$ cat config.mk
export PLATFORM = sky130hd
export DESIGN_NAME = modular_exponentiation
export DESIGN_NICKNAME = d
export VERILOG_FILES = /design/src/sv/mexp_pkg.sv /design/src/sv/mexp_lane.sv /design/src/sv/mexp_dp.sv /design/src/sv/mexp_ctrl.sv /design/src/sv/modular_exponentiation.sv
export SDC_FILE = /design/constraint.sdc
export NUM_CORES = 1
export LEC_CHECK = 0
export ABC_AREA = 1
export BUFFER_PORTS_ARGS = -buffer_cell sky130_fd_sc_hd__clkbuf_2
export CAP_MARGIN = 20
export CORE_MARGIN = 4
export CORE_UTILIZATION = 40
export DETAILED_ROUTE_END_ITERATION = 10
export GPL_TIMING_DRIVEN = 0
export PLACE_DENSITY_LB_ADDON = 0.2
export SETUP_SLACK_MARGIN = 0.2
export SYNTH_ARGS = -nofsm -noshare
export SYNTH_HDL_FRONTEND = slang
export SYNTH_SLANG_ARGS = --single-unit
$ cat constraint.sdc
create_clock -name clk_i -period 5.4 [get_ports clk_i]
set_input_delay 0.27 -clock clk_i [delete_from_list [all_inputs] [get_ports clk_i]]
set_output_delay 0.27 -clock clk_i [all_outputs]
set_load 0.1 [all_outputs]
$ cat src/sv/mexp_pkg.sv
// Package for the modular exponentiation block.
// Holds the field width, the controller state type and the command/status structs.
// No dependencies.
`default_nettype none

package mexp_pkg;

  localparam int FIELD_W = 32;

  typedef enum logic [2:0] {
    ST_IDLE,
    ST_REDUCE,
    ST_SET_BASE,
    ST_CHECK,
    ST_MUL,
    ST_UPDATE,
    ST_DONE
  } state_e;

  typedef struct packed {
    logic load;
    logic step;
    logic reduce;
    logic commit_base;
    logic start_mul;
    logic commit_bit;
    logic emit;
  } cmd_t;

  typedef struct packed {
    logic cnt_last;
    logic exp_zero;
    logic mod_zero;
  } status_t;

endpackage

`default_nettype wire

$ cat src/sv/mexp_lane.sv
// One modular multiply lane: shift-and-add product reduced every step.
// Takes the multiplier one bit per cycle while step_i is high, most significant bit first.
// Depends on nothing outside this file.
`default_nettype none

module mexp_lane #(
  parameter int WIDTH = 32
) (
  input  wire logic             clk_i,
  input  wire logic             clear_i,
  input  wire logic             step_i,
  input  wire logic             bit_i,
  input  wire logic [WIDTH-1:0] mcand_i,
  input  wire logic [WIDTH-1:0] modulus_i,
  output logic      [WIDTH-1:0] prod_o
);

  logic [WIDTH-1:0] prod_q, prod_d;
  logic [WIDTH+1:0] sum;
  logic [WIDTH+1:0] mod_x1;
  logic [WIDTH+1:0] mod_x2;
  logic [WIDTH+1:0] red;

  // The sum 2*prod + bit*mcand stays below three moduli, so at most two
  // subtractions bring it back into range.
  always_comb begin
    mod_x1 = {2'b00, modulus_i};
    mod_x2 = {1'b0, modulus_i, 1'b0};
    sum    = {1'b0, prod_q, 1'b0} + (bit_i ? {2'b00, mcand_i} : '0);
    if (sum >= mod_x2) begin
      red = sum - mod_x2;
    end else if (sum >= mod_x1) begin
      red = sum - mod_x1;
    end else begin
      red = sum;
    end
    prod_d = red[WIDTH-1:0];
  end

  always_ff @(posedge clk_i) begin
    if (clear_i) begin
      prod_q <= '0;
    end else if (step_i) begin
      prod_q <= prod_d;
    end
  end

  assign prod_o = prod_q;

endmodule

`default_nettype wire

$ cat src/sv/mexp_dp.sv
// Datapath of the modular exponentiation block: operand registers, bit
// counter, two multiply lanes (accumulate and square) and the result register.
// Depends on mexp_pkg and mexp_lane.
`default_nettype none

module mexp_dp #(
  parameter int WIDTH = 32
) (
  input  wire logic                          clk_i,
  input  wire logic                          rst_ni,
  input  wire mexp_pkg::cmd_t                cmd_i,
  output mexp_pkg::status_t                  status_o,
  input  wire logic [mexp_pkg::FIELD_W-1:0]  base_i,
  input  wire logic [mexp_pkg::FIELD_W-1:0]  exponent_i,
  input  wire logic [mexp_pkg::FIELD_W-1:0]  modulus_i,
  output logic      [mexp_pkg::FIELD_W-1:0]  power_mod_o,
  output logic                               bad_modulus_o
);

  localparam int CNT_W = $clog2(WIDTH);
  localparam int EXT_W = (WIDTH > mexp_pkg::FIELD_W) ? WIDTH : mexp_pkg::FIELD_W;
  localparam logic [WIDTH-1:0] ONE = WIDTH'(1);

  logic [EXT_W-1:0] base_ext, exp_ext, mod_ext, acc_ext;
  logic [WIDTH-1:0] base_w, exp_w, mod_w;

  logic [WIDTH-1:0] base_q, exp_q, mod_q, acc_q, mbits_q;
  logic [CNT_W-1:0] cnt_q;
  logic [mexp_pkg::FIELD_W-1:0] power_q;
  logic bad_q;

  logic [WIDTH-1:0] sq_mcand, sq_prod, acc_prod;
  logic lane_clear;

  // Operands are taken in their low WIDTH bits.
  assign base_ext = EXT_W'(base_i);
  assign exp_ext  = EXT_W'(exponent_i);
  assign mod_ext  = EXT_W'(modulus_i);
  assign base_w   = base_ext[WIDTH-1:0];
  assign exp_w    = exp_ext[WIDTH-1:0];
  assign mod_w    = mod_ext[WIDTH-1:0];
  assign acc_ext  = EXT_W'(acc_q);

  assign lane_clear = cmd_i.load | cmd_i.start_mul;

  // During the initial reduction the square lane computes 1 * base mod m.
  assign sq_mcand = cmd_i.reduce ? ONE : base_q;

  mexp_lane #(.WIDTH(WIDTH)) u_acc_lane (
    .clk_i     (clk_i),
    .clear_i   (lane_clear),
    .step_i    (cmd_i.step),
    .bit_i     (mbits_q[WIDTH-1]),
    .mcand_i   (acc_q),
    .modulus_i (mod_q),
    .prod_o    (acc_prod)
  );

  mexp_lane #(.WIDTH(WIDTH)) u_sq_lane (
    .clk_i     (clk_i),
    .clear_i   (lane_clear),
    .step_i    (cmd_i.step),
    .bit_i     (mbits_q[WIDTH-1]),
    .mcand_i   (sq_mcand),
    .modulus_i (mod_q),
    .prod_o    (sq_prod)
  );

  always_ff @(posedge clk_i or negedge rst_ni) begin
    if (!rst_ni) begin
      cnt_q <= '0;
    end else if (lane_clear) begin
      cnt_q <= '0;
    end else if (cmd_i.step) begin
      cnt_q <= cnt_q + CNT_W'(1);
    end
  end

  always_ff @(posedge clk_i) begin
    if (cmd_i.load) begin
      mbits_q <= base_w;
    end else if (cmd_i.start_mul) begin
      mbits_q <= base_q;
    end else if (cmd_i.step) begin
      mbits_q <= {mbits_q[WIDTH-2:0], 1'b0};
    end
  end

  always_ff @(posedge clk_i) begin
    if (cmd_i.load) begin
      mod_q <= mod_w;
      exp_q <= exp_w;
      acc_q <= ONE;
    end else if (cmd_i.commit_bit) begin
      if (exp_q[0]) begin
        acc_q <= acc_prod;
      end
      exp_q <= exp_q >> 1;
    end
  end

  always_ff @(posedge clk_i) begin
    if (cmd_i.commit_base || cmd_i.commit_bit) begin
      base_q <= sq_prod;
    end
  end

  always_ff @(posedge clk_i or negedge rst_ni) begin
    if (!rst_ni) begin
      power_q <= '0;
      bad_q   <= 1'b0;
    end else if (cmd_i.emit) begin
      power_q <= status_o.mod_zero ? '0 : acc_ext[mexp_pkg::FIELD_W-1:0];
      bad_q   <= status_o.mod_zero;
    end
  end

  assign status_o.cnt_last = (cnt_q == CNT_W'(WIDTH - 1));
  assign status_o.exp_zero = (exp_q == '0);
  assign status_o.mod_zero = (mod_q == '0);

  assign power_mod_o   = power_q;
  assign bad_modulus_o = bad_q;

`ifndef SYNTHESIS
  a_bad_zero : assert property (@(posedge clk_i) disable iff (!rst_ni)
    bad_q |-> (power_q == '0))
    else $error("bad modulus result is not zero");

  // With a modulus of one the accumulator keeps its start value until a set bit.
  a_acc_reduced : assert property (@(posedge clk_i) disable iff (!rst_ni)
    (cmd_i.commit_bit && (mod_q > ONE)) |=> (acc_q < mod_q))
    else $error("accumulator not reduced below modulus");

  a_bad_flag : assert property (@(posedge clk_i) disable iff (!rst_ni)
    cmd_i.emit |=> (bad_q == $past(status_o.mod_zero)))
    else $error("bad modulus flag does not follow the modulus");
`endif

endmodule

`default_nettype wire

$ cat src/sv/mexp_ctrl.sv
// Controller of the modular exponentiation block: state machine that
// sequences reduction, per-bit multiplies and the output transfer.
// Depends on mexp_pkg.
`default_nettype none

module mexp_ctrl (
  input  wire logic              clk_i,
  input  wire logic              rst_ni,
  input  wire logic              in_valid_i,
  output logic                   in_stall_o,
  output logic                   out_valid_o,
  input  wire logic              out_stall_i,
  input  wire mexp_pkg::status_t status_i,
  output mexp_pkg::cmd_t         cmd_o
);

  mexp_pkg::state_e state_q, state_d;
  logic out_valid_q, out_valid_d;

  always_ff @(posedge clk_i or negedge rst_ni) begin
    if (!rst_ni) begin
      state_q     <= mexp_pkg::ST_IDLE;
      out_valid_q <= 1'b0;
    end else begin
      state_q     <= state_d;
      out_valid_q <= out_valid_d;
    end
  end

  always_comb begin
    state_d = state_q;
    cmd_o   = '0;
    unique case (state_q)
      mexp_pkg::ST_IDLE: begin
        if (in_valid_i) begin
          cmd_o.load = 1'b1;
          state_d    = mexp_pkg::ST_REDUCE;
        end
      end
      mexp_pkg::ST_REDUCE: begin
        cmd_o.step   = 1'b1;
        cmd_o.reduce = 1'b1;
        if (status_i.cnt_last) begin
          state_d = mexp_pkg::ST_SET_BASE;
        end
      end
      mexp_pkg::ST_SET_BASE: begin
        cmd_o.commit_base = 1'b1;
        state_d           = mexp_pkg::ST_CHECK;
      end
      mexp_pkg::ST_CHECK: begin
        if (status_i.mod_zero || status_i.exp_zero) begin
          state_d = mexp_pkg::ST_DONE;
        end else begin
          cmd_o.start_mul = 1'b1;
          state_d         = mexp_pkg::ST_MUL;
        end
      end
      mexp_pkg::ST_MUL: begin
        cmd_o.step = 1'b1;
        if (status_i.cnt_last) begin
          state_d = mexp_pkg::ST_UPDATE;
        end
      end
      mexp_pkg::ST_UPDATE: begin
        cmd_o.commit_bit = 1'b1;
        state_d          = mexp_pkg::ST_CHECK;
      end
      mexp_pkg::ST_DONE: begin
        // Wait until the result register is free or is being drained.
        if (!out_valid_q || !out_stall_i) begin
          cmd_o.emit = 1'b1;
          state_d    = mexp_pkg::ST_IDLE;
        end
      end
      default: begin
        state_d = mexp_pkg::ST_IDLE;
      end
    endcase
  end

  always_comb begin
    if (cmd_o.emit) begin
      out_valid_d = 1'b1;
    end else if (out_valid_q && !out_stall_i) begin
      out_valid_d = 1'b0;
    end else begin
      out_valid_d = out_valid_q;
    end
  end

  assign in_stall_o  = (state_q != mexp_pkg::ST_IDLE);
  assign out_valid_o = out_valid_q;

`ifndef SYNTHESIS
  a_accept_starts : assert property (@(posedge clk_i) disable iff (!rst_ni)
    (in_valid_i && !in_stall_o) |=> (state_q == mexp_pkg::ST_REDUCE))
    else $error("accepted transfer did not start the reduction");

  a_emit_free : assert property (@(posedge clk_i) disable iff (!rst_ni)
    cmd_o.emit |-> (!out_valid_q || !out_stall_i))
    else $error("result overwritten while still stalled");

  a_mul_ends : assert property (@(posedge clk_i) disable iff (!rst_ni)
    (state_q == mexp_pkg::ST_MUL && status_i.cnt_last) |=>
      (state_q == mexp_pkg::ST_UPDATE))
    else $error("multiply did not end after the last bit");
`endif

endmodule

`default_nettype wire

$ cat src/sv/modular_exponentiation.sv
// Modular exponentiation, right-to-left binary scan, one item at a time.
// An item is taken on an input transfer, the base is reduced, then one multiply pass runs
// per exponent bit until the exponent is shifted to zero (none for a zero exponent or modulus).
// A new input is not taken while an item is in progress: the next input is taken at best
// the cycle after the result is loaded.
// Reset clears the controller and the output valid; operand registers are not reset.
`default_nettype none

module modular_exponentiation #(
  parameter int WIDTH = 32
) (
  input  wire logic                          clk_i,
  input  wire logic                          rst_ni,
  input  wire logic                          in_valid_i,
  output logic                               in_stall_o,
  input  wire logic [mexp_pkg::FIELD_W-1:0]  base_i,
  input  wire logic [mexp_pkg::FIELD_W-1:0]  exponent_i,
  input  wire logic [mexp_pkg::FIELD_W-1:0]  modulus_i,
  output logic                               out_valid_o,
  input  wire logic                          out_stall_i,
  output logic      [mexp_pkg::FIELD_W-1:0]  power_mod_o,
  output logic                               bad_modulus_o
);

  mexp_pkg::cmd_t    cmd;
  mexp_pkg::status_t status;

  mexp_ctrl u_ctrl (
    .clk_i       (clk_i),
    .rst_ni      (rst_ni),
    .in_valid_i  (in_valid_i),
    .in_stall_o  (in_stall_o),
    .out_valid_o (out_valid_o),
    .out_stall_i (out_stall_i),
    .status_i    (status),
    .cmd_o       (cmd)
  );

  mexp_dp #(.WIDTH(WIDTH)) u_dp (
    .clk_i         (clk_i),
    .rst_ni        (rst_ni),
    .cmd_i         (cmd),
    .status_o      (status),
    .base_i        (base_i),
    .exponent_i    (exponent_i),
    .modulus_i     (modulus_i),
    .power_mod_o   (power_mod_o),
    .bad_modulus_o (bad_modulus_o)
  );

endmodule

`default_nettype wire

==> flow_summary.toml <==
[layout]
antennaDiodeCount = 0
nNetsFinal = 4144
nFillCells = 6256
final_cell_count_no_fill = 4642
drive_above_1_share_pct = 9.69
postLayoutCellArea_um2 = 27800
area_growth_pct = 16.5

[place]
hpwl_mm = 74.8
gp_congestion = 1.00
io_buffers = 134
postPlaceCellArea_um2 = 25600
dp_cells = 4522
place_ws_ns = -0.421

[detailed_routing]
totalWireLength_mm = 90.3
drtAntennaViolNets = 0
via_per_inst = 5.35
drt_iter0_drc = 2318
vias = 24800
drt-pass1-iter-count = 6
routedWlPerCell_um = 19.5
drc = 0

[yosys]
synthDistinctLibCells = 53
ys_async_sr_fraction_pct = 15.8
syn-cell-area_um2 = 23900
ys_seq_elements = 266
synth_warnings = 0
synthCells = 3612
synth_edf_count = 128
synth_most_common_cell = "nand2_1"
ys.flop_type = "edfxtp_1"
netlist_top_cells_count = "nand2_1, inv_1, a21oi_1"
yosysTopAreaCellShare_pct = 16.1
ys_seq_area_share_pct = 28.6
yosys-top-cells-area = "edfxtp_1, nand2_1, ha_1"
synthesis.nets = 3910
syn_area_per_cell_um2 = 6.61
yosysTopAreaCell = "edfxtp_1"

[timing]
tightest_slew_ns = 1.20
max-slew-margin-rel_pct = 19.1
rsz0062_at_grt = "no"
hold_violations = 0
finClkSkew_ns = 0.0195
finalMaxSlewViolations = 0
holdWs_ns = 0.0113
fin_crit_sh_pct = 91.5
fmax_mhz = 202
period_needed_ns = 4.94
setup_violations = 0
fin_ws_ns = 0.461

[critical_path]
startpoint = "u_dp.mbits_q[31]"
path_common_cell = "nand2_1"
crit_required_ns = 5.88
cpMaxStageDelayCell = "fa_1"
path_class = "reg -> reg"
cpPeakStageDelay_ns = 0.38
endpoint = "u_dp.u_acc_lane.prod_o[15]"
cp_max_fo = 10
ff2ff_path_depth = 28
regToRegSetupSlack_ns = 0.46
reg2reg_to = "u_dp.u_acc_lane.prod_o[15]"
worstSetupStartpointType = "flop"
cp-end-kind = "flop"
r2r-start = "u_dp.mbits_q[31]"
arrival_ns = 5.42

[global_routing]
grt_max_degree = 43
antenna_found_initial = 0
grt_usage_pct = 27.3
grt_pass1_wl_mm = 135
grt-ovfl-total = 0
grt_pass1_vias = 23200

[floorplan]
dieArea_um2 = 63700
initial_core_util_pct = 40.4
coreArea_um2 = 59000
die_h_um = 252
die_w_um = 252
ios = 135
num_rows = 89

[clock_network]
tritoncts = "yes"
clock_sinks = 266
cts-root-buf = "clkbuf_16"
path_clk_slew_ns = 0.06
clk_path_buf_depth = 3
cts_buffers = 34
h-tree-depth = 2
clock_latency_ns = 0.56

[worst_hold_path]
min_path_type = "in -> reg"

[status]
status = "finished, final reports clean"

[power_and_ir_drop]
p_per_area_nw_per_um2 = 696
irDropWorstVdd_v = 0.000320
power.leakage_nw = 13.9
power.total_mw = 19.3

[run]
maxCapViolCount = 0
==> per-stage QoR <==
stage / setup TNS, ns / utilization, %
5_1_grt: 0 / 47.1
2_1_floorplan: 0 / -
3_5_place_dp: -17.69 / 43.4
6_report: 0 / 47.1
3_3_place_gp: -21.29 / 43.2
4_1_cts: 0 / 46.1
==> how the worst min path moves through the flow <==
stage | from | endpoint | slack (ns) | depth (start not counted)
floorplan | rst_ni | u_ctrl.out_valid_o | -0.03 | 0
global placement | modulus_i[5] | u_dp.mod_q[5] | 0.45 | 1
detailed placement | modulus_i[12] | u_dp.mod_q[12] | 0.45 | 1
CTS | exponent_i[30] | u_dp.exp_q[30] | 0.002 | 3
global route | exponent_i[2] | u_dp.exp_q[2] | 0.02 | 3
finish | exponent_i[10] | u_dp.exp_q[10] | 0.01 | 3
==> placed cells by master (no fill, tap or decap), drive strengths merged, types with 5 or more instances in the layout <==
| cell | instances |
|---|---|
| dlygate4sd3 | 43 |
| dfxtp | 96 |
| o21bai | 43 |
| xor2 | 95 |
| clkbuf | 229 |
| a21oi | 425 |
| nand2 | 933 |
| nor4 | 21 |
| ha | 192 |
| nand3b | 14 |
| nor3 | 38 |
| nor2 | 334 |
| a31oi | 13 |
| a21boi | 11 |
| o21a | 8 |
| xnor2 | 34 |
| dfrtp | 42 |
| buf | 61 |
| clkinv | 13 |
| o21ai | 228 |
| a21o | 22 |
| nand4 | 76 |
| nand3 | 214 |
| inv | 526 |
| edfxtp | 128 |
| fa | 6 |
| or2 | 5 |
==> registers in the layout, indices dropped and copies added (netlist names), 3 cells and up <==
register,count
u_dp.acc_ext,32
u_dp.base_q,32
u_dp.exp_q,32
u_dp.mbits_q,32
u_dp.mod_q,32
u_dp.power_mod_o,32
u_dp.u_acc_lane.prod_o,32
u_dp.u_sq_lane.prod_o,32
u_dp.cnt_q,5
u_ctrl.state_q,3
==> cells by family after synthesis <==
kind of cell / Yosys count / share of synthesized area, %
flip-flops: 266 / 28.6
XOR/XNOR: 129 / 4.73
AO/OA/AOI/OAI: 759 / 17.1
buffers and inverters: 617 / 10.1
AND/OR/NAND/NOR: 1643 / 28.8
adder cells (fa/ha/maj): 198 / 10.6
==> metal layers <==
metal	GRT usage (%)	vias to the layer above	wire (µm)
li1	-	12400	-
met5	0	-	0
met2	40.8	885	37000
met3	3.65	137	7220
met1	41.1	11400	42900
met4	7.88	0	3190
==> area by class of cell <==
cell class	instances	area, µm²	area share (%)
sequential	266	6820	24.5
multi-input combinational	2729	15100	54.3
inverter	526	1980	7.14
timing repair buffer	198	1350	4.87
clock inverter	15	146	0.527
tap	773	967	3.48
clock buffer	44	918	3.30
buffer	91	507	1.82
==> power by group <==
part | total (mW) | leakage [nW] | switching, mW | internal (mW)
logic | 14.3 | 10.8 | 9.41 | 4.90
clock network | 2.22 | 0.524 | 0.923 | 1.30
registers | 2.81 | 2.60 | 0.292 | 2.52
==> worst max-delay path: cells and delay by family (launching register included) <==
family	cells	cell delay (ns)
compound gates	5	1.04
buf+inv	6	0.82
xor+xnor	1	0.30
flops	1	0.32
simple gates	13	1.44
fa+ha+maj	3	0.91
==> timing repair <==
item,4_1_cts,5_1_grt
pin swaps,3,17
gates cloned,0,1
setup endpoints to repair,64,64
hold endpoints to repair,84,0
hold buffers,43,0
setup buffers,3,13
resized for setup,27,118
(Power assumes the default switching activity.)
